**src/dei_pkg.sv**
```systemverilog
// shared constants for the daily energy integrator
package dei_pkg;

  // field widths
  localparam int unsigned TIME_W   = 32;
  localparam int unsigned DAY_W    = 9;
  localparam int unsigned YEAR_W   = 16;
  localparam int unsigned CUR_W    = 32;
  localparam int unsigned VOLT_W   = 16;
  localparam int unsigned YIELD_W  = 16;
  localparam int unsigned TOTAL_W  = 63;
  localparam int unsigned GAP_W    = 16;

  // shared multiplier operand widths
  localparam int unsigned MUL_A_W  = CUR_W + VOLT_W;
  localparam int unsigned MUL_B_W  = GAP_W;
  localparam int unsigned MUL_P_W  = MUL_A_W + MUL_B_W;

  // configuration port
  localparam int unsigned CFG_ADDR_W = 3;
  localparam int unsigned CFG_DATA_W = 32;

  // register indexes, decoded from the word address bit
  localparam logic REG_TIME_FLOOR = 1'b0;
  localparam logic REG_MAX_GAP    = 1'b1;

  // command codes
  localparam logic CMD_BATTERY = 1'b0;
  localparam logic CMD_YIELD   = 1'b1;

  // register reset values
  localparam logic [TIME_W-1:0] FLOOR_RESET = 32'd1000000000;
  localparam logic [GAP_W-1:0]  GAP_RESET   = 16'd600;

  // saturation ceiling of the totals
  localparam logic [TOTAL_W-1:0] TOTAL_MAX = {TOTAL_W{1'b1}};

endpackage

```
**src/dei_ifs.sv**
```systemverilog
// request channel interfaces for samples and results

interface dei_in_if
  import dei_pkg::*;
  ();
  logic                       valid;
  logic                       ready;
  logic                       cmd;
  logic [TIME_W-1:0]          timestamp;
  logic [DAY_W-1:0]           day_index;
  logic [YEAR_W-1:0]          calendar_year;
  logic signed [CUR_W-1:0]    current_milliamps;
  logic [VOLT_W-1:0]          voltage_centivolts;
  logic [YIELD_W-1:0]         yield_report;

  modport source (
    output valid, cmd, timestamp, day_index, calendar_year,
           current_milliamps, voltage_centivolts, yield_report,
    input  ready
  );
  modport sink (
    input  valid, cmd, timestamp, day_index, calendar_year,
           current_milliamps, voltage_centivolts, yield_report,
    output ready
  );
endinterface

interface dei_out_if
  import dei_pkg::*;
  ();
  logic                 valid;
  logic                 ready;
  logic [TOTAL_W-1:0]   charge_energy;
  logic [TOTAL_W-1:0]   load_energy;
  logic [YIELD_W-1:0]   solar_yield;
  logic                 yield_preferred;
  logic                 fresh;

  modport source (
    output valid, charge_energy, load_energy, solar_yield, yield_preferred, fresh,
    input  ready
  );
  modport sink (
    input  valid, charge_energy, load_energy, solar_yield, yield_preferred, fresh,
    output ready
  );
endinterface

```
**src/daily_energy_integrator_core.sv**
```systemverilog
// daily charge and load energy integrator with a shared multiplier sequencer
//
// Usage:
//   in_ch  carries battery samples (cmd 0) and solar yield reports (cmd 1).
//   out_ch returns one result per request: both daily totals in 10 uJ units,
//   the stored yield, the yield preference flag and the freshness flag.
//   The APB-style port writes the timestamp floor (byte 0) and the gap limit
//   (byte 4); the user must write it only while idle; the block does not check.
// Timing:
//   A request is taken only while the sequencer is idle. For a yield report,
//   an ignored sample or a sample without integration the request goes from
//   evaluation to the final step; an integrated sample passes S_MUL1, S_MUL2
//   and S_ACC first, as the energy volt * |current| * gap goes through one
//   48x16 multiplier twice and then one 63-bit saturating add.
// Reset:
//   rst_n (synchronous, active low) clears the totals, the day, the last
//   sample time, the stored yield and the flags, and restores both
//   configuration registers to their defaults.
// Stall:
//   A finished result sits in the output register; the next request is
//   still taken, and its result waits in the final step until out_ch.ready.
module daily_energy_integrator_core
  import dei_pkg::*;
(
  input  logic                  clk,
  input  logic                  rst_n,
  dei_in_if.sink                in_ch,
  dei_out_if.source             out_ch,
  input  logic                  psel,
  input  logic                  penable,
  input  logic                  pwrite,
  input  logic [CFG_ADDR_W-1:0] paddr,
  input  logic [CFG_DATA_W-1:0] pwdata,
  output logic [CFG_DATA_W-1:0] prdata,
  output logic                  pready
);

  typedef enum logic [2:0] {
    S_IDLE,
    S_EVAL,
    S_MUL1,
    S_MUL2,
    S_ACC,
    S_DONE
  } state_t;

  state_t state_r, state_nxt;

  // configuration registers
  logic [TIME_W-1:0] floor_r, floor_nxt;
  logic [GAP_W-1:0]  max_gap_r, max_gap_nxt;

  // architectural state
  logic [TOTAL_W-1:0] charge_total_r, charge_total_nxt;
  logic [TOTAL_W-1:0] load_total_r, load_total_nxt;
  logic [DAY_W-1:0]   stored_day_r, stored_day_nxt;
  logic [YEAR_W-1:0]  stored_year_r, stored_year_nxt;
  logic               day_known_r, day_known_nxt;
  logic [TIME_W-1:0]  last_time_r, last_time_nxt;
  logic               have_sample_r, have_sample_nxt;
  logic [YIELD_W-1:0] stored_yield_r, stored_yield_nxt;

  // latched request
  logic               cmd_r, cmd_nxt;
  logic [TIME_W-1:0]  now_r, now_nxt;
  logic [DAY_W-1:0]   day_r, day_nxt;
  logic [YEAR_W-1:0]  year_r, year_nxt;
  logic [CUR_W-1:0]   cur_r, cur_nxt;
  logic [VOLT_W-1:0]  volt_r, volt_nxt;
  logic [YIELD_W-1:0] yield_r, yield_nxt;

  // datapath registers
  logic               neg_r, neg_nxt;
  logic [CUR_W-1:0]   mag_r, mag_nxt;
  logic [GAP_W-1:0]   gap_r, gap_nxt;
  logic [MUL_A_W-1:0] prod_r, prod_nxt;
  logic [TOTAL_W-1:0] energy_r, energy_nxt;

  // output register
  logic               out_valid_r, out_valid_nxt;
  logic [TOTAL_W-1:0] out_charge_r, out_charge_nxt;
  logic [TOTAL_W-1:0] out_load_r, out_load_nxt;
  logic [YIELD_W-1:0] out_yield_r, out_yield_nxt;
  logic               out_pref_r, out_pref_nxt;
  logic               out_fresh_r, out_fresh_nxt;

  // shared multiplier
  logic [MUL_A_W-1:0] mul_a;
  logic [MUL_B_W-1:0] mul_b;
  logic [MUL_P_W-1:0] mul_p;

  // combinational helpers
  logic                 in_fire;
  logic                 cfg_wr;
  logic [TIME_W-1:0]    gap_full;
  logic                 do_integrate;
  logic                 new_day;
  logic                 to_charge;
  logic [TOTAL_W-1:0]   acc_base;
  logic [TOTAL_W:0]     acc_sum;
  logic [TOTAL_W-1:0]   acc_sat;

  assign in_ch.ready = (state_r == S_IDLE);
  assign in_fire     = in_ch.valid && in_ch.ready;

  assign out_ch.valid           = out_valid_r;
  assign out_ch.charge_energy   = out_charge_r;
  assign out_ch.load_energy     = out_load_r;
  assign out_ch.solar_yield     = out_yield_r;
  assign out_ch.yield_preferred = out_pref_r;
  assign out_ch.fresh           = out_fresh_r;

  // config port, no wait states
  assign pready = 1'b1;
  assign cfg_wr = psel && penable && pwrite && pready;

  always_comb begin
    unique case (paddr[2])
      REG_TIME_FLOOR: prdata = floor_r;
      REG_MAX_GAP:    prdata = {{(CFG_DATA_W-GAP_W){1'b0}}, max_gap_r};
      default:        prdata = '0;
    endcase
  end

  // operand select for the shared multiplier
  always_comb begin
    if (state_r == S_MUL1) begin
      mul_a = {{(MUL_A_W-CUR_W){1'b0}}, mag_r};
      mul_b = volt_r;
    end else begin
      mul_a = prod_r;
      mul_b = gap_r;
    end
  end
  assign mul_p = MUL_P_W'(mul_a) * MUL_P_W'(mul_b);

  // gap and day checks against the stored sample
  assign gap_full     = now_r - last_time_r;
  assign do_integrate = have_sample_r && (now_r > last_time_r) &&
                        (gap_full[TIME_W-1:GAP_W] == '0) &&
                        (gap_full[GAP_W-1:0] < max_gap_r);
  assign new_day      = !day_known_r || (day_r != stored_day_r) ||
                        (year_r != stored_year_r);

  // saturating accumulate into the selected total
  assign to_charge = !neg_r && (energy_r != '0);
  assign acc_base  = to_charge ? charge_total_r : load_total_r;
  assign acc_sum   = {1'b0, acc_base} + {1'b0, energy_r};
  assign acc_sat   = acc_sum[TOTAL_W] ? TOTAL_MAX : acc_sum[TOTAL_W-1:0];

  // sequencer next state
  always_comb begin
    state_nxt        = state_r;
    floor_nxt        = floor_r;
    max_gap_nxt      = max_gap_r;
    charge_total_nxt = charge_total_r;
    load_total_nxt   = load_total_r;
    stored_day_nxt   = stored_day_r;
    stored_year_nxt  = stored_year_r;
    day_known_nxt    = day_known_r;
    last_time_nxt    = last_time_r;
    have_sample_nxt  = have_sample_r;
    stored_yield_nxt = stored_yield_r;
    cmd_nxt          = cmd_r;
    now_nxt          = now_r;
    day_nxt          = day_r;
    year_nxt         = year_r;
    cur_nxt          = cur_r;
    volt_nxt         = volt_r;
    yield_nxt        = yield_r;
    neg_nxt          = neg_r;
    mag_nxt          = mag_r;
    gap_nxt          = gap_r;
    prod_nxt         = prod_r;
    energy_nxt       = energy_r;
    out_valid_nxt    = out_valid_r;
    out_charge_nxt   = out_charge_r;
    out_load_nxt     = out_load_r;
    out_yield_nxt    = out_yield_r;
    out_pref_nxt     = out_pref_r;
    out_fresh_nxt    = out_fresh_r;

    // configuration writes
    if (cfg_wr) begin
      unique case (paddr[2])
        REG_TIME_FLOOR: floor_nxt = pwdata;
        REG_MAX_GAP:    max_gap_nxt = pwdata[GAP_W-1:0];
        default:        floor_nxt = floor_r;
      endcase
    end

    // output register drains independently
    if (out_valid_r && out_ch.ready) begin
      out_valid_nxt = 1'b0;
    end

    unique case (state_r)
      S_IDLE: begin
        if (in_fire) begin
          cmd_nxt   = in_ch.cmd;
          now_nxt   = in_ch.timestamp;
          day_nxt   = in_ch.day_index;
          year_nxt  = in_ch.calendar_year;
          cur_nxt   = in_ch.current_milliamps;
          volt_nxt  = in_ch.voltage_centivolts;
          yield_nxt = in_ch.yield_report;
          state_nxt = S_EVAL;
        end
      end
      S_EVAL: begin
        state_nxt = S_DONE;
        if (cmd_r == CMD_YIELD) begin
          stored_yield_nxt = yield_r;
        end else if (now_r >= floor_r) begin
          if (new_day) begin
            charge_total_nxt = '0;
            load_total_nxt   = '0;
            stored_day_nxt   = day_r;
            stored_year_nxt  = year_r;
            day_known_nxt    = 1'b1;
          end
          neg_nxt         = cur_r[CUR_W-1];
          mag_nxt         = cur_r[CUR_W-1] ? (~cur_r + 1'b1) : cur_r;
          gap_nxt         = gap_full[GAP_W-1:0];
          last_time_nxt   = now_r;
          have_sample_nxt = 1'b1;
          if (do_integrate) begin
            state_nxt = S_MUL1;
          end
        end
      end
      S_MUL1: begin
        prod_nxt  = mul_p[MUL_A_W-1:0];
        state_nxt = S_MUL2;
      end
      S_MUL2: begin
        energy_nxt = mul_p[TOTAL_W-1:0];
        state_nxt  = S_ACC;
      end
      S_ACC: begin
        if (to_charge) begin
          charge_total_nxt = acc_sat;
        end else begin
          load_total_nxt = acc_sat;
        end
        state_nxt = S_DONE;
      end
      S_DONE: begin
        if (!out_valid_r || out_ch.ready) begin
          out_valid_nxt  = 1'b1;
          out_charge_nxt = charge_total_r;
          out_load_nxt   = load_total_r;
          out_yield_nxt  = stored_yield_r;
          out_pref_nxt   = (stored_yield_r != '0);
          out_fresh_nxt  = have_sample_r;
          state_nxt      = S_IDLE;
        end
      end
      default: state_nxt = S_IDLE;
    endcase
  end

  // state and registered outputs
  always_ff @(posedge clk) begin
    if (!rst_n) begin
      state_r        <= S_IDLE;
      floor_r        <= FLOOR_RESET;
      max_gap_r      <= GAP_RESET;
      charge_total_r <= '0;
      load_total_r   <= '0;
      stored_day_r   <= '0;
      stored_year_r  <= '0;
      day_known_r    <= 1'b0;
      last_time_r    <= '0;
      have_sample_r  <= 1'b0;
      stored_yield_r <= '0;
      out_valid_r    <= 1'b0;
    end else begin
      state_r        <= state_nxt;
      floor_r        <= floor_nxt;
      max_gap_r      <= max_gap_nxt;
      charge_total_r <= charge_total_nxt;
      load_total_r   <= load_total_nxt;
      stored_day_r   <= stored_day_nxt;
      stored_year_r  <= stored_year_nxt;
      day_known_r    <= day_known_nxt;
      last_time_r    <= last_time_nxt;
      have_sample_r  <= have_sample_nxt;
      stored_yield_r <= stored_yield_nxt;
      out_valid_r    <= out_valid_nxt;
    end
    cmd_r        <= cmd_nxt;
    now_r        <= now_nxt;
    day_r        <= day_nxt;
    year_r       <= year_nxt;
    cur_r        <= cur_nxt;
    volt_r       <= volt_nxt;
    yield_r      <= yield_nxt;
    neg_r        <= neg_nxt;
    mag_r        <= mag_nxt;
    gap_r        <= gap_nxt;
    prod_r       <= prod_nxt;
    energy_r     <= energy_nxt;
    out_charge_r <= out_charge_nxt;
    out_load_r   <= out_load_nxt;
    out_yield_r  <= out_yield_nxt;
    out_pref_r   <= out_pref_nxt;
    out_fresh_r  <= out_fresh_nxt;
  end

`ifndef SYNTH
  // an accepted request always goes to evaluation next
  a_accept_eval: assert property (@(posedge clk) disable iff (!rst_n)
    in_fire |=> state_r == S_EVAL)
    else $error("accepted request did not enter evaluation");

  // second multiply pass always follows the first
  a_mul_order: assert property (@(posedge clk) disable iff (!rst_n)
    state_r == S_MUL2 |-> $past(state_r) == S_MUL1)
    else $error("second multiply without first");

  // totals move only on a day clear or an accumulate step
  a_totals_hold: assert property (@(posedge clk) disable iff (!rst_n)
    (state_r != S_EVAL && state_r != S_ACC) |=>
      $stable(charge_total_r) && $stable(load_total_r))
    else $error("totals changed outside evaluation or accumulate");

  // once a sample is taken the block stays fresh until reset
  a_fresh_sticky: assert property (@(posedge clk) disable iff (!rst_n)
    have_sample_r |=> have_sample_r)
    else $error("fresh flag dropped");

  // a new result only comes out of the final step
  a_result_src: assert property (@(posedge clk) disable iff (!rst_n)
    $rose(out_valid_r) |-> $past(state_r) == S_DONE)
    else $error("result raised outside final step");
`endif

endmodule
```
**src/flat_wrapper.sv**
```systemverilog
// flat-port wrapper written by rule: the top's interface ports become plain ports
module daily_energy_integrator_core_flat import dei_pkg::*;
  (clk, rst_n, psel, penable, pwrite, paddr, pwdata, prdata, pready, in_ch_valid, in_ch_cmd, in_ch_timestamp, in_ch_day_index, in_ch_calendar_year, in_ch_current_milliamps, in_ch_voltage_centivolts, in_ch_yield_report, in_ch_ready, out_ch_valid, out_ch_charge_energy, out_ch_load_energy, out_ch_solar_yield, out_ch_yield_preferred, out_ch_fresh, out_ch_ready);
  dei_in_if in_ch_i ();
  dei_out_if out_ch_i ();
  input  logic clk;
  input  logic rst_n;
  input  logic psel;
  input  logic penable;
  input  logic pwrite;
  input  logic [CFG_ADDR_W-1:0] paddr;
  input  logic [CFG_DATA_W-1:0] pwdata;
  output logic [CFG_DATA_W-1:0] prdata;
  output logic pready;
  input wire logic [$bits(in_ch_i.valid)-1:0] in_ch_valid;
  input wire logic [$bits(in_ch_i.cmd)-1:0] in_ch_cmd;
  input wire logic [$bits(in_ch_i.timestamp)-1:0] in_ch_timestamp;
  input wire logic [$bits(in_ch_i.day_index)-1:0] in_ch_day_index;
  input wire logic [$bits(in_ch_i.calendar_year)-1:0] in_ch_calendar_year;
  input wire logic [$bits(in_ch_i.current_milliamps)-1:0] in_ch_current_milliamps;
  input wire logic [$bits(in_ch_i.voltage_centivolts)-1:0] in_ch_voltage_centivolts;
  input wire logic [$bits(in_ch_i.yield_report)-1:0] in_ch_yield_report;
  output wire logic [$bits(in_ch_i.ready)-1:0] in_ch_ready;
  output wire logic [$bits(out_ch_i.valid)-1:0] out_ch_valid;
  output wire logic [$bits(out_ch_i.charge_energy)-1:0] out_ch_charge_energy;
  output wire logic [$bits(out_ch_i.load_energy)-1:0] out_ch_load_energy;
  output wire logic [$bits(out_ch_i.solar_yield)-1:0] out_ch_solar_yield;
  output wire logic [$bits(out_ch_i.yield_preferred)-1:0] out_ch_yield_preferred;
  output wire logic [$bits(out_ch_i.fresh)-1:0] out_ch_fresh;
  input wire logic [$bits(out_ch_i.ready)-1:0] out_ch_ready;
  assign in_ch_i.valid = in_ch_valid;
  assign in_ch_i.cmd = in_ch_cmd;
  assign in_ch_i.timestamp = in_ch_timestamp;
  assign in_ch_i.day_index = in_ch_day_index;
  assign in_ch_i.calendar_year = in_ch_calendar_year;
  assign in_ch_i.current_milliamps = in_ch_current_milliamps;
  assign in_ch_i.voltage_centivolts = in_ch_voltage_centivolts;
  assign in_ch_i.yield_report = in_ch_yield_report;
  assign in_ch_ready = in_ch_i.ready;
  assign out_ch_valid = out_ch_i.valid;
  assign out_ch_charge_energy = out_ch_i.charge_energy;
  assign out_ch_load_energy = out_ch_i.load_energy;
  assign out_ch_solar_yield = out_ch_i.solar_yield;
  assign out_ch_yield_preferred = out_ch_i.yield_preferred;
  assign out_ch_fresh = out_ch_i.fresh;
  assign out_ch_i.ready = out_ch_ready;
  daily_energy_integrator_core u_core (.clk(clk), .rst_n(rst_n), .in_ch(in_ch_i), .out_ch(out_ch_i), .psel(psel), .penable(penable), .pwrite(pwrite), .paddr(paddr), .pwdata(pwdata), .prdata(prdata), .pready(pready));
endmodule
```
**config.mk**
```make
export PLATFORM = sky130hd
export DESIGN_NAME = daily_energy_integrator_core_flat
export DESIGN_NICKNAME = d
export VERILOG_FILES = /design/src/dei_pkg.sv /design/src/dei_ifs.sv /design/src/daily_energy_integrator_core.sv /design/src/flat_wrapper.sv
export SDC_FILE = /design/constraint.sdc
export NUM_CORES = 2
export LEC_CHECK = 0
export BUFFER_PORTS_ARGS = -buffer_cell sky130_fd_sc_hd__buf_4
export CAP_MARGIN = 0
export CORE_ASPECT_RATIO = 1.5
export CORE_MARGIN = 4
export CORE_UTILIZATION = 40
export DETAILED_ROUTE_END_ITERATION = 8
export PLACE_DENSITY = 0.68
export SETUP_SLACK_MARGIN = 0.05
export SYNTH_ARGS = -nofsm -noshare
export SYNTH_HDL_FRONTEND = slang
export SYNTH_SLANG_ARGS = --single-unit
export TNS_END_PERCENT = 1
```
**constraint.sdc**
```tcl
create_clock -name clk -period 12.3 [get_ports clk]
set_clock_uncertainty 0.2 [all_clocks]
set_input_delay 0.615 -clock clk [delete_from_list [all_inputs] [get_ports clk]]
set_output_delay 0.615 -clock clk [all_outputs]
set_load 0.1 [all_outputs]
```
### After elaboration in Yosys (flattened, before gate mapping)

Index checks and enable logic that the tools add are counted.

* logic and storage cells: 105
* input bits: 164
* ROM bits: 0
* memories: 0
* bits in latches: 0
* memory bits (writable): 0
* register bits after elaboration: 679
* output and inout port bits: 179

* multiply operators: 1
* mux-type cells: 22
* add/sub/neg operators: 3
* order comparisons: 3
* shift operators: 0
* reductions and logical operators: 29
* bitwise operators: 3
* divide/modulo/power cells: 0
* equal/unequal tests: 14

Operator list (number)
* 63-bit two-way mux: 7
* 63-bit case mux with 2 select lines: 2
* 63-bit by 63-bit adder with 64-bit output: 1
* 32-bit case mux with 2 select lines: 1
* 48-bit by 16-bit multiplier with 63-bit output: 1
* 63-bit nonzero test: 1
* 48-bit two-way mux: 1
* 32-bit by 1-bit adder with 32-bit output, second input constant: 1
* 32-bit greater-or-equal comparator: 1
* 32-bit > comparator: 1
* 32-bit inverter: 1
* 32-bit subtractor: 1
* 31-bit two-way mux: 1
* 3-bit case mux with 6 select lines: 1
* 16-bit logical NOT: 1
* 16-bit < comparator: 1
* 16-bit two-way mux: 1
* 16-bit != test: 1
* 16-bit nonzero test: 1
* 3-bit two-way mux: 5
* 2-bit AND reduction: 6
* 5-bit AND reduction: 2
* 9-bit != test: 1
* 1-bit logical AND: 8
* 13 further kinds: 27

### Depth between registers and ports, before layout

* depth in word-level cells: 8
* mapped depth: 34
* depth with buffers taken out: 29

### Worst setup path before layout

No wires, ideal clock.

* kind: register to register
* start: register u_core.state_r[1]
* end: register u_core.energy_r[56], data pin
* arrival time: 8.901 ns
* path buffers: 4
* setup time: 0.262 ns
* required time: 11.838 ns
* stages on the path, launching flop included: 31
* period minus slack after synthesis: 9.364 ns
* setup slack: 2.936 ns
* cell sequence: dfxtp_1 clkbuf_1 nand2_1 inv_1 clkbuf_1 clkbuf_1 nand2_1 nand2_1 nand2_1 fa_1 fa_1 fa_1 inv_1 fa_1 fa_1 inv_1 fa_1 inv_1 ha_1 clkbuf_1 a21o_1 o21bai_1 a211oi_1 nor2_1 nor3_1 o31ai_2 a41o_1 or4_1 a31oi_1 o21bai_1 xor2_1

* cells in the longest elaborated chain, start to end: 3
* elaborated cells between the ends (all ways): 4
* classes of those cells: 1 x mul; 1 x eq/ne; 2 x mux

RTL lines
* start: declaration: line daily_energy_integrator_core.sv:47 `state_t state_r, state_nxt;`
* start signal: assignment: line daily_energy_integrator_core.sv:279 `state_r <= state_nxt;`
* 3-bit by 2-bit == test with 1-bit output *: line daily_energy_integrator_core.sv:127 `if (state_r == S_MUL1) begin`
* 48-bit two-way mux / 16-bit two-way mux (equally long branches): line daily_energy_integrator_core.sv:127
* 48-bit by 16-bit multiplier with 63-bit output *: line daily_energy_integrator_core.sv:135 `assign mul_p = MUL_P_W'(mul_a) * MUL_P_W'(mul_b);`
* net u_core.mul_p[56]: line daily_energy_integrator_core.sv:90 `logic [MUL_P_W-1:0] mul_p;`
* end signal: assignment: line daily_energy_integrator_core.sv:303 `energy_r <= energy_nxt;`
* end: declaration: line daily_energy_integrator_core.sv:77 `logic [TOTAL_W-1:0] energy_r, energy_nxt;`

Mark *: on every way through the listed nets, which the timed path passes. The rest lies on a longest branch.
A chain may end at the register's enable or synchronous reset.

### Worst setup path after layout

* start: register u_core.state_r[0]
* end: register u_core.energy_r[59], data pin

Same word-level chain as after synthesis.

==> impl_metrics.toml <==
[detailed_routing]
wl_um = 168800
wl_per_cell_um = 21.72
drc = 0
dr.pass1.iters = 8
drt_iter0_markers = 3015
antenna_left = 0
vias_per_cell = 5.404
vias = 42000

[synth]
seq_area_frac_synth_pct = 33.12
synth_seq_cells = 679
synth_top_flop_cell = "edfxtp_1"
synth-warning-count = 0
synth_edf_count = 426
syn_avg_cell_area_um2 = 9.627
async_reset_ff_share_pct = 0
syn_area_mm2 = 0.05392
syn_inst = 5601
synth_cell_types = 77
syn_nets = 6683

[critical_path]
worstReg2RegStart = "u_core.state_r[0]$_SDFFE_PN0P_"
reg2reg_depth = 27
start_kind = "register"
r2r_setup_slack_ns = 2.44
slowest_delay_ns = 0.99
setup.worst_path.end = "u_core.energy_r[59]$_DFFE_PN_"
path_class = "reg -> reg"
cp.depth = 27
worst_setup_path_end_kind = "register"
worst_path_max_delay_cell = "nand2_1"
cp_max_fo = 141
critPathRequiredTime_ns = 12.52
r2r_end = "u_core.energy_r[59]$_DFFE_PN_"
critPathLaunch = "u_core.state_r[0]$_SDFFE_PN0P_"
critical-path-top-delay-family = "adder cells"
cp.arrival_ns = 10.08
critical_path_buf_inv_count = 4
crit_top_cell = "fa_1"

[timing]
maxSlewHeadroom_pct = 10.10
hold_violations = 0
finalSetupTns_ns = 0
fin_crit_sh_pct = 80.20
rsz0062_at_grt = "false"
drv_slew = 0
fin_crit_ns = 9.865
clock.fmax_mhz = 101.4
whs_ns = 0.1359
setup_violations = 0
tightest_slew_ns = 1.345

[cts]
clock_path_buffers = 3
clock_sinks = 679
cts_buffers = 68
path_clk_slew_ns = 0.06
cts_max_level = 3
post_cts_buffers = 0
hold_buffers = 154
cts_tree = "done"
clkLatencyLatePin_ns = 0.70
root_buffer = "clkbuf_16"
post_cts_resized = 0

[power_and_ir_drop]
ir_worst_vdd_uv = 353.1
powerDensity_mw_per_mm2 = 214.3
p_leak_nw = 27.79

[layout]
drive_gt1_share_pct = 10.14
seq_area_mm2 = 0.01786
multi_input_area_mm2 = 0.03208
final_common_cell = "nand2_1"
nFillCells = 12410
design_area_mm2 = 0.06203
final_cell_mix = "nand2_1 (1049), inv_1 (827), fa_1 (643)"
nets = 7053
syn_to_final_growth_pct = 15.03

[placement]
gp_congestion = 0.9638
dp_hpwl_um = 129500
dpl_cell_area_mm2 = 0.05818
portBuffers = 339

[global_routing]
grt_pass1_vias = 43740
grt_max_degree = 142
grt_util_all_layers_pct = 23.86
overflow = 0
antenna_found_initial = 8
grt_pass1_wl_um = 255500

[floorplanning]
initial_core_util_pct = 40.36
fp.dieH_um = 457.7
die_width_um = 307.8
design.portCount = 343
rows = 164
core_region_area_mm2 = 0.1336
die_area_mm2 = 0.1409

[flow_run]
cap_viol_max_count = 0

[min_path]
hold_path_class = "in -> reg"

[status]
status = "finished, final reports clean"
area by class of cell:
| cell class | instances | area share, % |
|---|---|---|
| multi-input cells | 3848 | 51.72 |
| flip-flops and latches | 679 | 28.79 |
| repair buffers | 544 | 7.226 |
| inverters | 830 | 5.033 |
| well taps | 1743 | 3.516 |
| clock buffers | 90 | 3.072 |
| clock inverters | 34 | 0.6193 |
| diodes | 5 | 0.02017 |
kinds of logic after synthesis:
family	share of synthesized area [%]
multiplexers	2.620
adder cells (fa/ha/maj)	30.25
flip-flops	33.12
other	0.006955
AND/OR/NAND/NOR	14.08
XOR/XNOR	3.054
buffers and inverters	7.516
AO/OA/AOI/OAI	9.354
worst reg2reg max path: stages (launching register included):
cell      delay [ns]
dfxtp_1         0.55
nor2_1          0.14
nand2_4         0.12
buf_12          0.39
nand2_1         0.32
nand2_1         0.99
nand2_1         0.20
fa_1            0.56
fa_1            0.48
fa_1            0.55
inv_1           0.05
fa_1            0.53
fa_1            0.53
inv_1           0.06
fa_1            0.51
inv_1           0.06
ha_1            0.34
a21oi_1         0.21
o21ai_0         0.12
a221oi_1        0.37
a21oi_1         0.14
o31ai_1         0.50
o211ai_1        0.26
a211oi_1        0.36
nor2_1          0.20
a311o_1         0.41
a221oi_1        0.33
xnor2_1         0.10
sequential cells by signal, indices dropped and copies added, names as in the netlist, 48 cells and up:
name / count
u_core.charge_total_r: 63
u_core.energy_r: 63
u_core.load_total_r: 63
u_core.out_ch.charge_energy: 63
u_core.out_ch.load_energy: 63
u_core.prod_r: 48
worst min-delay path by stage:
stage | start | endpoint | depth (start not counted)
after CTS | in_ch_valid | u_core.state_r[0]$_SDFFE_PN0P_ | 4
after global placement | u_core.stored_yield_r[0]$_SDFFE_PN0P_ | u_core.out_ch.solar_yield[0]$_DFFE_PP_ | 0
after floorplan | u_core.load_total_r[33]$_SDFFE_PN0P_ | u_core.out_ch.load_energy[33]$_DFFE_PP_ | 0
after global routing | rst_n | u_core.floor_r[27]$_SDFFE_PN1P_ | 2
after detailed placement | u_core.load_total_r[28]$_SDFFE_PN0P_ | u_core.out_ch.load_energy[28]$_DFFE_PP_ | 0
final | in_ch_valid | u_core.state_r[0]$_SDFFE_PN0P_ | 4
cells in the mapped netlist, drive strengths merged, types with 101 or more instances:
master	instances	area share (%)
fa	643	24
xnor2	120	1.9
a21o	101	1.4
edfxtp	426	24
o21ai	230	2.1
ha	275	6.4
nor2	376	2.6
a21oi	263	2.4
inv	829	5.8
dfxtp	253	9.4
nand2	1054	7.3
clkbuf	228	1.6
per-stage QoR:
stage | setup WS, ns | utilization (%) | std cells | total power, mW
2_1_floorplan | 2.937 | - | 5601 | 8.504
3_3_place_gp | 2.838 | 43.56 | 7490 | 10.90
3_5_place_dp | 2.745 | 43.56 | 7490 | 10.96
4_1_cts | 2.667 | 46.42 | 7768 | 13.22
5_1_grt | 2.085 | 46.43 | 7770 | 14.15
6_report | 2.435 | 46.43 | 7773 | 13.30
per-layer routing:
metal | GRT usage (%) | share of wire [%] | vias up
li1 | - | - | 18910
met1 | 25.02 | 34 | 20810
met2 | 42.53 | 51 | 1685
met3 | 3.949 | 6.0 | 597
met4 | 18.17 | 9.2 | 6
met5 | 0 | 0.024 | -
power breakdown:
group | internal (mW) | total [mW] | switching [mW] | leakage [nW]
sequential | 3.12 | 3.20 | 0.0825 | 5.99
combinational | 2.90 | 7.94 | 5.04 | 20.7
clock | 1.18 | 2.15 | 0.972 | 1.12
total | 7.20 | 13.3 | 6.09 | 27.8
(Power assumes the default switching activity.)
